File: src/design/ssa_pkg.sv
// shared types and constants of the slab slot allocator
// no dependencies; compiled before every other file of the block

package ssa_pkg;

   // payload widths of the channels
   localparam int CMD_W      = 2;
   localparam int SLOT_IDX_W = 10;
   localparam int OFFSET_W   = 22;
   localparam int STATUS_W   = 2;
   localparam int COUNT_W    = 11;

   // configuration registers
   localparam int CSR_IDX_W  = 2;
   localparam int CSR_DATA_W = 13;
   localparam int SPC_W      = 11;
   localparam int ISZ_W      = 13;
   localparam int ALG_W      = 4;
   localparam int STRIDE_W   = 13;

   localparam logic [SPC_W-1:0] SPC_RESET   = 11'd64;
   localparam logic [ISZ_W-1:0] ISZ_RESET   = 13'd8;
   localparam logic [ALG_W-1:0] ALG_RESET   = 4'd4;
   localparam logic [ALG_W-1:0] MAX_ALIGN_LOG2 = 4'd12;
   localparam logic [ISZ_W-1:0] MAX_ITEM_BYTES = 13'd4096;

   typedef enum logic [CMD_W-1:0] {
      CMD_ALLOC   = 2'd0,
      CMD_FREE    = 2'd1,
      CMD_DESTROY = 2'd2
   } cmd_type;

   typedef enum logic [STATUS_W-1:0] {
      ST_OK             = 2'd0,
      ST_OOM            = 2'd1,
      ST_NOT_OWNED      = 2'd2,
      ST_DESTROYED_LIVE = 2'd3
   } status_type;

   typedef enum logic [CSR_IDX_W-1:0] {
      CSR_SLOTS_PER_CHUNK = 2'd0,
      CSR_ITEM_SIZE       = 2'd1,
      CSR_ALIGN_LOG2      = 2'd2
   } csr_idx_type;

   typedef enum logic [1:0] {
      S_IDLE,
      S_POP,
      S_GROW
   } state_type;

   // effective configuration seen by the control logic
   typedef struct packed {
      logic [SPC_W-1:0]    chunk;
      logic [STRIDE_W-1:0] stride;
   } cfg_type;

   typedef struct packed {
      logic [SLOT_IDX_W-1:0] slot;
      logic [OFFSET_W-1:0]   byte_offset;
      status_type            status;
      logic [COUNT_W-1:0]    live_count;
      logic [COUNT_W-1:0]    capacity;
   } res_type;

endpackage

File: src/design/ssa_if.sv


interface ssa_csr_if;
   import ssa_pkg::*;
   logic                  valid;
   logic                  ready;
   logic [CSR_IDX_W-1:0]  index;
   logic [CSR_DATA_W-1:0] data;
   modport source (output valid, index, data, input ready);
   modport sink   (input valid, index, data, output ready);
endinterface

File: src/design/ssa_cfg.sv
// configuration registers of the slab slot allocator, chunk clamp and stride
// depends on ssa_pkg and ssa_csr_if

module ssa_cfg #(
   parameter int MIN_CHUNK_SLOTS = 8,
   parameter int POINTER_BYTES   = 8
) (
   input  logic             clock,
   input  logic             reset,
   ssa_csr_if.sink          csr_ch,
   output ssa_pkg::cfg_type cfg
);
   import ssa_pkg::*;

   logic [SPC_W-1:0]    spc_ff, spc_in;
   logic [ISZ_W-1:0]    isz_ff, isz_in;
   logic [ALG_W-1:0]    alg_ff, alg_in;
   logic [STRIDE_W-1:0] stride_ff, stride_in;

   logic [ALG_W-1:0]    lg;
   logic [ISZ_W-1:0]    sz;
   logic [ISZ_W:0]      amask;
   logic [ISZ_W:0]      rounded;

   assign csr_ch.ready = 1'b1;

   always_comb begin
      spc_in = spc_ff;
      isz_in = isz_ff;
      alg_in = alg_ff;
      if (csr_ch.valid) begin
         case (csr_idx_type'(csr_ch.index))
            CSR_SLOTS_PER_CHUNK: spc_in = csr_ch.data[SPC_W-1:0];
            CSR_ITEM_SIZE:       isz_in = csr_ch.data[ISZ_W-1:0];
            CSR_ALIGN_LOG2:      alg_in = csr_ch.data[ALG_W-1:0];
            default: ;
         endcase
      end
   end

   // stride: size clamped, rounded up to the alignment, at least one pointer
   always_comb begin
      lg      = (alg_ff > MAX_ALIGN_LOG2) ? MAX_ALIGN_LOG2 : alg_ff;
      amask   = ((ISZ_W+1)'(1) << lg) - (ISZ_W+1)'(1);
      if (isz_ff == '0) begin
         sz = ISZ_W'(1);
      end else if (isz_ff > MAX_ITEM_BYTES) begin
         sz = MAX_ITEM_BYTES;
      end else begin
         sz = isz_ff;
      end
      rounded = ((ISZ_W+1)'(sz) + amask) & ~amask;
      if (rounded < (ISZ_W+1)'(POINTER_BYTES)) begin
         stride_in = STRIDE_W'(POINTER_BYTES);
      end else begin
         stride_in = rounded[STRIDE_W-1:0];
      end
   end

   always_ff @(posedge clock) begin
      if (reset) begin
         spc_ff <= SPC_RESET;
         isz_ff <= ISZ_RESET;
         alg_ff <= ALG_RESET;
      end else begin
         spc_ff <= spc_in;
         isz_ff <= isz_in;
         alg_ff <= alg_in;
      end
   end

   always_ff @(posedge clock) begin
      stride_ff <= stride_in;
   end

   assign cfg.chunk  = (spc_ff < SPC_W'(MIN_CHUNK_SLOTS)) ? SPC_W'(MIN_CHUNK_SLOTS) : spc_ff;
   assign cfg.stride = stride_ff;

endmodule

File: src/flat_wrapper.sv
// flat-port wrapper written by rule: the top's interface ports become plain ports
module ssa_cfg_flat import ssa_pkg::*;
#(
   parameter int MIN_CHUNK_SLOTS = 8,
   parameter int POINTER_BYTES   = 8
)
  (clock, reset, cfg, csr_ch_valid, csr_ch_index, csr_ch_data, csr_ch_ready);
  ssa_csr_if csr_ch_i ();
  input  logic clock;
  input  logic reset;
  output ssa_pkg::cfg_type cfg;
  input wire logic [$bits(csr_ch_i.valid)-1:0] csr_ch_valid;
  input wire logic [$bits(csr_ch_i.index)-1:0] csr_ch_index;
  input wire logic [$bits(csr_ch_i.data)-1:0] csr_ch_data;
  output wire logic [$bits(csr_ch_i.ready)-1:0] csr_ch_ready;
  assign csr_ch_i.valid = csr_ch_valid;
  assign csr_ch_i.index = csr_ch_index;
  assign csr_ch_i.data = csr_ch_data;
  assign csr_ch_ready = csr_ch_i.ready;
  ssa_cfg #(.MIN_CHUNK_SLOTS(MIN_CHUNK_SLOTS), .POINTER_BYTES(POINTER_BYTES)) u_core (.clock(clock), .reset(reset), .csr_ch(csr_ch_i), .cfg(cfg));
endmodule
File: config.mk
export PLATFORM = sky130hd
export DESIGN_NAME = ssa_cfg_flat
export DESIGN_NICKNAME = d
export VERILOG_FILES = /design/src/design/ssa_pkg.sv /design/src/design/ssa_if.sv /design/src/design/ssa_cfg.sv /design/src/flat_wrapper.sv
export SDC_FILE = /design/constraint.sdc
export NUM_CORES = 1
export LEC_CHECK = 0
export ABC_AREA = 1
export BUFFER_PORTS_ARGS = -buffer_cell sky130_fd_sc_hd__buf_2
export CORE_MARGIN = 2
export CORE_UTILIZATION = 47
export DETAILED_ROUTE_END_ITERATION = 6
export PLACE_DENSITY = 0.73
export SLEW_MARGIN = 10
export SYNTH_ARGS = -nofsm -noshare
export SYNTH_HDL_FRONTEND = slang
export SYNTH_SLANG_ARGS = --single-unit
File: constraint.sdc
create_clock -name clock -period 8.2 [get_ports clock]
set_input_delay 1.64 -clock clock [delete_from_list [all_inputs] [get_ports clock]]
set_output_delay 1.64 -clock clock [all_outputs]
set_load 0.02 [all_outputs]
# Word level (Yosys, flattened, before mapping)
# Index checks and enable logic that the tools add are counted.
[totals]
output_inout_bits = 25
in_bits = 18
register_bits = 41
[classes]
n_bitwise = 2
eq_ne = 2
order_cmp = 4
addsub = 2
muxes = 4
n_reduce_logical = 5
n_shift = 1
[op_table]
columns = ["cell", "count"]
rows = [
  ["13-bit 2-to-1 mux", 2],
  ["13-bit by 14-bit adder with 14-bit output", 1],
  ["14-bit bitwise AND", 1],
  ["14-bit by 4-bit < comparator with 1-bit output (second input constant)", 1],
  ["14-bit inverter", 1],
  ["1-bit by 4-bit left shift with 14-bit output (first input constant)", 1],
  ["14-bit by 2-bit subtractor with 14-bit output (second input constant)", 1],
  ["13-bit > comparator (second input constant)", 1],
  ["13-bit logical NOT", 1],
  ["11-bit by 4-bit < comparator with 1-bit output (second input constant)", 1],
  ["11-bit 2-to-1 mux", 1],
  ["2-bit AND reduction", 3],
  ["4-bit > comparator (second input constant)", 1],
  ["4-bit 2-to-1 mux", 1],
  ["2-bit by 1-bit == test with 1-bit output (second input constant)", 1],
  ["2-bit == test (second input constant)", 1],
  ["2-bit logical NOT", 1],
]

# Longest topological paths before layout
# Gate-level depths: netlist of the first run.
[depth]
ltp_word = 7
mapped_depth = 20
mapped_depth_nobuf = 20

# Worst setup path after synthesis of the first run
# Ideal clock, no wire load.
[synth_timing]
kind = "input to register"
startpoint = "in csr_ch_index[0]"
endpoint = "reg u_core.spc_ff[10]"
slack_ns = 5.477
setup_time_ns = 0.116
stages = 5
arrival_ns = 2.607
path_cell_list = "nor3_1 > inv_1 > clkbuf_1 > nor2_1 > nor2_1"
[synth_via]
elab_chain_len = 2
[synth_rtl]
columns = ["item", "line_no", "source"]
rows = [
  ["start, declared", "flat_wrapper.sv:13", "input wire logic [$bits(csr_ch_i.index)-1:0] csr_ch_index;"],
  ["2-bit logical NOT", "ssa_cfg.sv:32", "case (csr_idx_type'(csr_ch.index))"],
  ["2-bit AND reduction (no source line)", "-", ""],
  ["end signal, assigned", "ssa_cfg.sv:66", "spc_ff <= spc_in;"],
  ["end, declared", "ssa_cfg.sv:15", "logic [SPC_W-1:0] spc_ff, spc_in;"],
]
# No other way between the ends.
# A chain may end at the register's enable or synchronous reset.

# Final worst setup path of the first run
[layout_timing]
startpoint = "reg u_core.alg_ff[3]"
endpoint = "reg u_core.stride_ff[2]"
[layout_via]
elab_chain_len = 7
[layout_rtl]
columns = ["item", "line_no", "source"]
rows = [
  ["start, declared", "ssa_cfg.sv:17", "logic [ALG_W-1:0] alg_ff, alg_in;"],
  ["start signal, assigned", "ssa_cfg.sv:68", "alg_ff <= alg_in;"],
  ["4-bit > comparator", "ssa_cfg.sv:43", "lg = (alg_ff > MAX_ALIGN_LOG2) ? MAX_ALIGN_LOG2 : alg_ff;"],
  ["4-bit 2-to-1 mux *", "ssa_cfg.sv:43", ""],
  ["1-bit by 4-bit left shift with 14-bit output *", "ssa_cfg.sv:44", "amask = ((ISZ_W+1)'(1) << lg) - (ISZ_W+1)'(1);"],
  ["14-bit by 2-bit subtractor with 14-bit output *", "ssa_cfg.sv:44", ""],
  ["13-bit by 14-bit adder with 14-bit output or 14-bit inverter (tied branches)", "ssa_cfg.sv:52", "rounded = ((ISZ_W+1)'(sz) + amask) & ~amask;"],
  ["14-bit bitwise AND *", "ssa_cfg.sv:52", ""],
  ["14-bit by 4-bit < comparator with 1-bit output", "ssa_cfg.sv:53", "if (rounded < (ISZ_W+1)'(POINTER_BYTES)) begin"],
  ["end signal, assigned", "ssa_cfg.sv:73", "stride_ff <= stride_in;"],
  ["end, declared", "ssa_cfg.sv:18", "logic [STRIDE_W-1:0] stride_ff, stride_in;"],
]
# Mark *: on every way between the ends. The rest lies on a longest branch, timed or not.

==> flow_metrics.tcl, run 1 <==
set metrics [dict create \
    outcome "finished, final reports clean" \
    layout_common_cells "nor2_1, inv_1, nand2_1" \
    finalHoldViolations 0 \
    synthSimpleGateAreaFrac_pct 29.87 \
    leakagePower_uw 0.001442 \
    cp_max_fo 6 \
    synth_compound_area_share_pct 14.26 \
    cts-resized-gates 0 \
    worstReg2RegEnd "u_core.stride_ff[2]" \
    drc 0 \
    syn_inst 358 \
    fp-row-count 26 \
    routed_wl_mm 5.046 \
    crit_required_ns 8.40 \
    path_clk_slew_ns 0.08 \
    ys_ff_latch 41 \
    synthAdderAreaFrac_pct 7.518 \
    areaGrowthSynthToFinish_pct 15.09 \
    clk_path_buf_depth 2 \
    worst_clock_skew_ns 0.01009 \
    cts.hold.buffers_added 0 \
    r2r-start "u_core.alg_ff[3]" \
    synth_xor_area_share_pct 2.832 \
    ys_seq_area_share_pct 33.78 \
    startpoint_type "flip-flop" \
    cts.sinks 41 \
    synth_top_family_by_area "simple AND/OR/NAND/NOR gates" \
    yosysWarnings 0 \
    max_freq_mhz 319.3 \
    hold_depth 2 \
    coreArea_um2 5042 \
    avgSynthCellArea_um2 6.787 \
    r2r.worst_path.cells 19 \
    grt_pass1_vias 2013 \
    post-route-util_pct 55.46 \
    async_reset_ff_share_pct 0 \
    die_h_um 75.90 \
    nets 423 \
    drive_gt1_share_pct 20.15 \
    grt_pass1_wl_mm 8.618 \
    port_buffers 41 \
    overflow 0 \
    tightestPinTransition_ns 0.7833 \
    via_count 2253 \
    cp.arrival_ns 3.33 \
    setup_violations 0 \
    design.die.area_um2 5761 \
    cts_tree "done" \
    synth.distinct_cells 33 \
    routed_via_density 4.877 \
    synth_ff_type "dfxtp_1" \
    die_w_um 75.90 \
    cts_setup_buffers 0 \
    drv.max_cap_violation_count 0 \
    track_usage_pct 18.21 \
    hp-start "u_core.spc_ff[2]" \
    min_period_ns 3.132 \
    syn_nets 390 \
    hpwl_mm 4.111 \
    ir_drop_uv 119.8 \
    netlist_area_um2 2430 \
    antenna_left 0 \
    antenna_found_initial 0 \
    min_to "u_core.spc_ff[2]" \
    hold_path.class "flip-flop to flip-flop" \
    cts_made_buffers 5 \
    synth-edff-count 0 \
    clock_latency_ns 0.29 \
    muxShareOfSynthArea_pct 0 \
    start_util_pct 48.19 \
    max_slew_margin_pct 47.38 \
    grt_max_degree 29 \
    finalMaxSlewViolations 0 \
    finalCritPeriodShare_pct 38.19 \
    num_antenna_cells 0 \
    power_density_nw_per_um2 199.3 \
    clockRootBuffer "clkbuf_8" \
    ioPinCount 43 \
    grt_setup_unrepaired "no" \
    htreeDepth 2 \
    drt_pre_antenna_iters 4 \
    place.gp.congestion 0.9269 \
    drt-initial-drc-count 88 \
    r2r_setup_slack_ns 5.07 \
    end_kind "flip-flop" \
    path_class "flip-flop to flip-flop" \
    wl_per_cell_um 10.92 \
    setup_tns_ns 0 \
]
==> metrics by stage <==
stage                     instance area, um^2  setup slack [ns]  total power [uW]  instances  hold slack (ns)
after global routing                     2796             4.713             592.6        462           0.4942
after global placement                   2663             5.023             367.6        454           0.4463
after CTS                                2796             5.079             562.3        462           0.4610
after detailed placement                 2663             4.969             370.5        454           0.4490
final                                    2796             5.068             557.2        462           0.4600
after floorplan                          2430             5.477             335.0        358           0.4298
==> cells by family (layout without fill, tap and decap cells) <==
group           after synthesis  in the layout
xor+xnor                      7              7
compound gates               66             66
fa+ha+maj                    14             14
buf+inv                      73            107
simple gates                155            155
flops                        41             41
other cells                   2              2
==> synthesized netlist by cell type (2+ instances only) <==
| library cell | n | area, um^2 |
|---|---|---|
| conb_1 | 2 | 7.510 |
| nand3_1 | 23 | 115.1 |
| o21ai_0 | 28 | 140.1 |
| inv_2 | 8 | 30.03 |
| inv_1 | 49 | 183.9 |
| nor2_1 | 49 | 183.9 |
| nor3_1 | 4 | 20.02 |
| o21ai_1 | 3 | 15.01 |
| dfxtp_1 | 41 | 820.8 |
| nor2_2 | 9 | 56.30 |
| xor2_1 | 3 | 26.28 |
| nor2_4 | 3 | 33.78 |
| ha_1 | 13 | 162.7 |
| or2_2 | 2 | 12.51 |
| nand3_2 | 2 | 20.02 |
| xnor2_1 | 3 | 26.28 |
| nand3b_1 | 4 | 30.03 |
| a21oi_1 | 29 | 145.1 |
| nand4_1 | 5 | 31.28 |
| nor4_1 | 2 | 12.51 |
| nand2_1 | 46 | 172.7 |
| o211ai_1 | 2 | 15.01 |
| nand2_2 | 5 | 31.28 |
| clkbuf_1 | 14 | 52.55 |
==> area by class of cell <==
class                      instances  area (um^2)
fill                             483         2246
multi-input combinational        244         1331
sequential                        41        820.8
inverter                          58        217.7
timing repair buffer              41        205.2
tap                               70        87.58
clock buffer                       5        68.82
clock inverter                     3        65.06
==> report_power, final <==
group / internal [uW] / switching [uW] / total [uW]
registers: 217 / 6.82 / 223
logic: 49.9 / 92.1 / 142
clock network: 121 / 70.7 / 192
==> how the worst max path moves through the flow <==
stage	slack, ns	cells after the start	startpoint	to
after floorplan	5.48	5	csr_ch_index[0]	u_core.spc_ff[10]
after global placement	5.02	5	csr_ch_index[0]	u_core.spc_ff[1]
after detailed placement	4.97	5	csr_ch_index[0]	u_core.spc_ff[2]
after CTS	5.08	19	u_core.alg_ff[3]	u_core.stride_ff[2]
after global routing	4.71	20	u_core.isz_ff[2]	u_core.stride_ff[2]
final	5.07	19	u_core.alg_ff[3]	u_core.stride_ff[2]
==> worst max-delay path: stages, from the launching register on <==
cell and delay, ns:
dfxtp_1 0.39, nor2_2 0.28, nand3_1 0.14, ha_1 0.22, inv_1 0.12, nor2_4 0.06, o21ai_1 0.09, xnor2_1 0.19
inv_1 0.09, ha_1 0.37, inv_1 0.07, nor3_1 0.18, nand2_1 0.07, nand3_1 0.08, xor2_1 0.20, nand3_1 0.11
nor2_2 0.10, nand2_2 0.08, nor2_4 0.13, nor2_2 0.04
==> sequential cells by signal, indices dropped and copies added, names as in the netlist <==
name / flops
u_core.isz_ff: 13
u_core.stride_ff: 13
u_core.spc_ff: 11
u_core.alg_ff: 4
==> layer usage <==
metal,track usage (%),part of all wire [%]
met5,0,0
met4,5.818,1.9
met3,3.690,4.7
met2,31.96,46
met1,22.39,47
No activity file was read; power rests on OpenSTA's default activity.
==> run 2: changes to the inputs <==
==> constraint.sdc (replaced) <==
create_clock -name clock -period 3 [get_ports clock]
set_input_delay 0.6 -clock clock [delete_from_list [all_inputs] [get_ports clock]]
set_output_delay 0.6 -clock clock [all_outputs]
set_load 0.02 [all_outputs]
==> run 2 against run 1 <==
Clock power increased by 94%; final cell count increased by 1.5%; clock skew decreased by 0.0062 ns; via count increased by 1.5%; worst setup slack got worse by 4.9 ns; sequential cell count unchanged; non-clock buffer count increased by 8; worst hold slack improved by 0.0041 ns; register-to-register slack got worse by 4.9 ns; first-iteration DRC count increased by 34%.
==> flow_metrics.tcl, run 2 (synthesis results as in run 1) <==
set metrics [dict create \
    num_antenna_cells 0 \
    via_count 2286 \
    finalCritPeriodShare_pct 94.91 \
    end_kind "flip-flop" \
    clk_path_buf_depth 2 \
    setup_violations 0 \
    layout_common_cells "inv_1, nand2_1, nor2_1" \
    start_util_pct 48.19 \
    overflow 0 \
    drc 0 \
    fp-row-count 26 \
    cts_tree "done" \
    path_class "flip-flop to flip-flop" \
    placed_area_um2 2708 \
    port_buffers 41 \
    grt_max_degree 29 \
    use_met2_pct 35.09 \
    hp-start "u_core.spc_ff[2]" \
    path_clk_slew_ns 0.08 \
    fin_area_um2 2880 \
    dp_slack_ns 0.04579 \
    ioPinCount 43 \
    drt_pre_antenna_iters 4 \
    grt_busiest_layer "met2" \
    power_density_nw_per_um2 487.1 \
    routed_via_density 4.874 \
    max_freq_mhz 351.2 \
    min_period_ns 2.847 \
    min_to "u_core.spc_ff[2]" \
    wl_per_cell_um 11.60 \
    grt_pass1_wl_mm 9.114 \
    r2r_setup_slack_ns 0.15 \
    hold_depth 2 \
    drive_gt1_share_pct 25.56 \
    areaGrowthSynthToFinish_pct 18.54 \
    cp.arrival_ns 3.04 \
    coreArea_um2 5042 \
    ir_drop_uv 256.4 \
    r2r.worst_path.cells 19 \
    worstReg2RegEnd "u_core.stride_ff[0]" \
    reg_top3 "u_core.isz_ff (13), u_core.stride_ff (13), u_core.spc_ff (11)" \
    grt_pass1_vias 2079 \
    track_usage_pct 19.30 \
    power_uw 1403 \
    drv.max_cap_violation_count 0 \
    cts_made_buffers 5 \
    htreeDepth 2 \
    holdWs_ns 0.4641 \
    cp_max_fo 6 \
    die_w_um 75.90 \
    cts.sinks 41 \
    tightestPinTransition_ns 0.6459 \
    finalHoldViolations 0 \
    clock_latency_ns 0.29 \
    antenna_found_initial 0 \
    clockRootBuffer "clkbuf_8" \
    r2r-start "u_core.alg_ff[2]" \
    startpoint_type "flip-flop" \
    place.gp.congestion 0.9266 \
    max_slew_margin_pct 56.89 \
    design.die.area_um2 5761 \
    outcome "finished, final reports clean" \
    crit_required_ns 3.19 \
    antenna_left 0 \
    met3_usage_pct 4.048 \
    finalMaxSlewViolations 0 \
    final_common_cell "inv_1" \
    hpwl_mm 4.218 \
    fin_ws_ns 0.1526 \
    die_h_um 75.90 \
    routed_wl_mm 5.441 \
    hold_path.class "flip-flop to flip-flop" \
    leakagePower_uw 0.001449 \
    grt_use_met1_pct 23.30 \
    worst_clock_skew_ns 0.003911 \
    nets 431 \
    drt-initial-drc-count 118 \
]
-- run 2: how the worst max path moves through the flow --
stage | from | endpoint | slack [ns]
global route | u_core.isz_ff[4] | u_core.stride_ff[2] | -0.004
finish | u_core.alg_ff[2] | u_core.stride_ff[0] | 0.15
CTS | u_core.alg_ff[2] | u_core.stride_ff[0] | 0.05
global placement | u_core.alg_ff[2] | u_core.stride_ff[0] | 0.12
detailed placement | u_core.alg_ff[2] | u_core.stride_ff[0] | 0.05
floorplan | u_core.alg_ff[3] | u_core.stride_ff[0] | 0.29
-- run 2: cell type report --
class	count	area [um^2]
tap	70	87.58
inverter	58	221.5
fill	504	2162
clock inverter	1	7.507
sequential	41	828.3
multi-input combinational	244	1388
clock buffer	6	82.58
timing repair buffer	49	265.3
-- run 2: timing repair --
action / CTS / global route
setup endpoints to repair: 2 / 4
buffers inserted: 0 / 2
hold endpoints to repair: 0 / 0
gates resized for setup: 1 / 20
pin swaps: 0 / 1
hold buffers: 0 / 0
-- run 2: through the flow --
step            TNS [ns]  utilization [%]  instances
2_1_floorplan          0                -        358
3_3_place_gp           0            53.70        460
3_5_place_dp           0            53.70        460
4_1_cts                0            55.58        467
5_1_grt        -0.005487            57.12        469
6_report               0            57.12        469
-- run 2: layer usage --
metal / up-vias / routed length, um
met5: - / 0
met4: 0 / 80
met3: 9 / 228
met2: 54 / 2603
met1: 1003 / 2528
li1: 1220 / -
-- run 2: worst max-delay path, cell delays in order, from the launching register on --
cell	delay [ns]
dfxtp_4	0.37
nor2_4	0.14
nand3_1	0.10
ha_1	0.22
inv_2	0.10
nor2_4	0.06
o21ai_1	0.08
xnor2_1	0.19
inv_1	0.13
ha_4	0.32
inv_1	0.05
nor3_1	0.18
nand2_1	0.07
nand3_1	0.08
xor2_1	0.19
nand3_1	0.11
nor2_2	0.10
nand2_2	0.07
nor2_4	0.13
nor2_2	0.04
-- run 2: power breakdown --
| part | internal [uW] | total (uW) | leakage [uW] | switching (uW) |
|---|---|---|---|---|
| clock | 182 | 373 | 0.0000433 | 191 |
| combinational | 156 | 420 | 0.00107 | 264 |
| sequential | 592 | 610 | 0.000338 | 18.2 |
==> run 3: changes to the inputs <==
--- a/config.mk
+++ b/config.mk
@@ -7,10 +7,12 @@
 export LEC_CHECK = 0
 export ABC_AREA = 1
 export BUFFER_PORTS_ARGS = -buffer_cell sky130_fd_sc_hd__buf_2
+export CAP_MARGIN = 30
 export CORE_MARGIN = 2
 export CORE_UTILIZATION = 47
 export DETAILED_ROUTE_END_ITERATION = 6
 export PLACE_DENSITY = 0.73
+export SETUP_SLACK_MARGIN = 0.4
 export SLEW_MARGIN = 10
 export SYNTH_ARGS = -nofsm -noshare
 export SYNTH_HDL_FRONTEND = slang
==> run 3 against run 2 <==
Non-clock buffer count rose by 18; first-iteration DRC count up 72%; total power increased by 19%; critical path type unchanged; largest power group unchanged.
==> flow_metrics.tcl, run 3 (synthesis results as in run 1) <==
set metrics [dict create \
    ir_drop_uv 382.0 \
    cp.arrival_ns 2.94 \
    hold_depth 2 \
    drv.max_cap_violation_count 0 \
    outcome "finished, final reports clean" \
    finalMaxSlewViolations 0 \
    max_slew_margin_pct 50.87 \
    worstReg2RegEnd "u_core.stride_ff[0]" \
    grt_setup_unrepaired "yes" \
    max_freq_mhz 364.8 \
    path_class "flip-flop to flip-flop" \
    r2r.worst_path.cells 19 \
    crit_buf_inv 3 \
    drc 0 \
    leakagePower_uw 0.001608 \
    power_frac_comb_pct 31.6 \
    p_sw_uw 533.4 \
    routed_wl_mm 6.492 \
    track_usage_pct 21.35 \
    startpoint "u_core.alg_ff[2]" \
    cts_made_buffers 5 \
    path_delay_family "simple AND/OR/NAND/NOR gates" \
    crit_required_ns 3.20 \
    areaGrowthSynthToFinish_pct 33.52 \
    setup_tns_ns 0 \
    cp_cell_sequence "nor2_4 > nand3_2 > ha_4 > inv_4 > nor2_4 > xnor2_4 > ha_4 > nand2_2 > inv_2 > a21boi_2 > nand2_2 > buf_6 > xor2_1 > nand2_1 > nand3_2 > nor2_2 > nand2_2 > nor2_4 > nor2_2" \
    via_count 2506 \
    routed_via_density 5.135 \
    cts_tree "done" \
    reg_top3 "u_core.isz_ff (13), u_core.stride_ff (13), u_core.spc_ff (11)" \
    drt_pre_antenna_iters 4 \
    path_clk_slew_ns 0.08 \
    r2r-start "u_core.alg_ff[2]" \
    end_kind "flip-flop" \
    grt_pass1_vias 2330 \
    start_util_pct 48.19 \
    startpoint_type "flip-flop" \
    layout_common_cells "inv_1, nand2_1, nor2_1" \
    design.die.area_um2 5761 \
    clockRootBuffer "clkbuf_8" \
    min_period_ns 2.741 \
    crit_slowest_cell "dfxtp_4" \
    port_buffers 41 \
    coreArea_um2 5042 \
    finalCritPeriodShare_pct 91.37 \
    final_common_cell "inv_1" \
    worst_clock_skew_ns 0.006040 \
    fin_area_um2 3244 \
    wl_per_cell_um 13.30 \
    drive_gt1_share_pct 36.84 \
    die_h_um 75.90 \
    num_antenna_cells 0 \
    pwr-share-clk_pct 31.9 \
    die_w_um 75.90 \
    crit_cells 19 \
    power_density_nw_per_um2 515.4 \
    cts.hold.buffers_added 0 \
    antenna_found_initial 0 \
    ioPinCount 43 \
    htreeDepth 2 \
    overflow 0 \
    crit_end "u_core.stride_ff[0]" \
    nets 449 \
    tightestPinTransition_ns 0.7349 \
    internal_power_uw 1139 \
    setup_violations 0 \
    place.gp.congestion 0.9225 \
    grt_max_degree 29 \
    swShare_pct 31.90 \
    p_seq_share_pct 36.5 \
    antenna_left 0 \
    drt-initial-drc-count 203 \
    cp_max_fo 4 \
    grt_pass1_wl_mm 10.15 \
    cts.sinks 41 \
    clk_path_buf_depth 2 \
    fillCellCount 424 \
    r2r_setup_slack_ns 0.26 \
    hold_path.class "flip-flop to flip-flop" \
    worst_path_largest_cell_delay_ns 0.38 \
    fp-row-count 26 \
    clock_latency_ns 0.30 \
    placed_area_um2 2720 \
    finalHoldViolations 0 \
    hpwl_mm 4.258 \
]
==> run 3: worst min-delay path by stage <==
stage | startpoint | to | slack [ns]
2_1_floorplan | u_core.spc_ff[0] | u_core.spc_ff[0] | 0.43
3_3_place_gp | u_core.spc_ff[0] | u_core.spc_ff[0] | 0.44
3_5_place_dp | u_core.spc_ff[0] | u_core.spc_ff[0] | 0.45
4_1_cts | u_core.spc_ff[0] | u_core.spc_ff[0] | 0.46
5_1_grt | u_core.isz_ff[10] | u_core.isz_ff[10] | 0.49
6_report | u_core.spc_ff[1] | u_core.spc_ff[1] | 0.46
==> run 3: power groups by stage <==
stage	Combinational, uW	Sequential, uW	Clock [uW]
after detailed placement	400	623	0
after floorplan	260	660	0
final	529	610	533
after global placement	396	623	0
after global routing	576	616	569
after CTS	460	610	543
==> run 3: area by class of cell <==
class	count	area [um^2]	area share, %
multi-input combinational	244	1554	47.90
inverter	58	225.2	6.942
tap	70	87.58	2.700
clock buffer	5	68.82	2.121
sequential	41	839.6	25.88
clock inverter	3	65.06	2.005
timing repair buffer	67	404.1	12.46
==> run 3: repair_timing <==
| item | CTS | global route |
|---|---|---|
| pin swaps | 28 | 25 |
| resized for setup | 30 | 30 |
| setup endpoints to repair | 5 | 7 |
| hold endpoints to repair | 0 | 0 |
| buffers inserted | 15 | 6 |
==> run 3: layer usage <==
metal	global-route usage, %	part of all wire (%)
met1	25.56	42
met2	36.96	49
met3	4.048	5.7
met4	10.00	3.0
met5	0	0
==> run 3: per-stage QoR <==
stage / setup WS (ns) / total power, uW / std cells / hold WS (ns) / utilization, %
after floorplan: 0.4030 / 920.9 / 358 / 0.4298 / -
after global placement: 0.1407 / 1019 / 459 / 0.4433 / 53.95
after detailed placement: 0.09137 / 1023 / 459 / 0.4512 / 53.95
after CTS: 0.3048 / 1613 / 482 / 0.4633 / 60.94
after global routing: 0.1523 / 1760 / 488 / 0.4950 / 64.34
final: 0.2589 / 1672 / 488 / 0.4623 / 64.34
==> run 3: worst register-to-register path, cell delays in order (launching register included) <==
cell and delay (ns):
dfxtp_4 0.38, nor2_4 0.15, nand3_2 0.11, ha_4 0.18, inv_4 0.07, nor2_4 0.06, xnor2_4 0.19, ha_4 0.25
nand2_2 0.07, inv_2 0.05, a21boi_2 0.18, nand2_2 0.09, buf_6 0.12, xor2_1 0.14, nand2_1 0.13, nand3_2 0.09
nor2_2 0.12, nand2_2 0.08, nor2_4 0.13, nor2_2 0.05
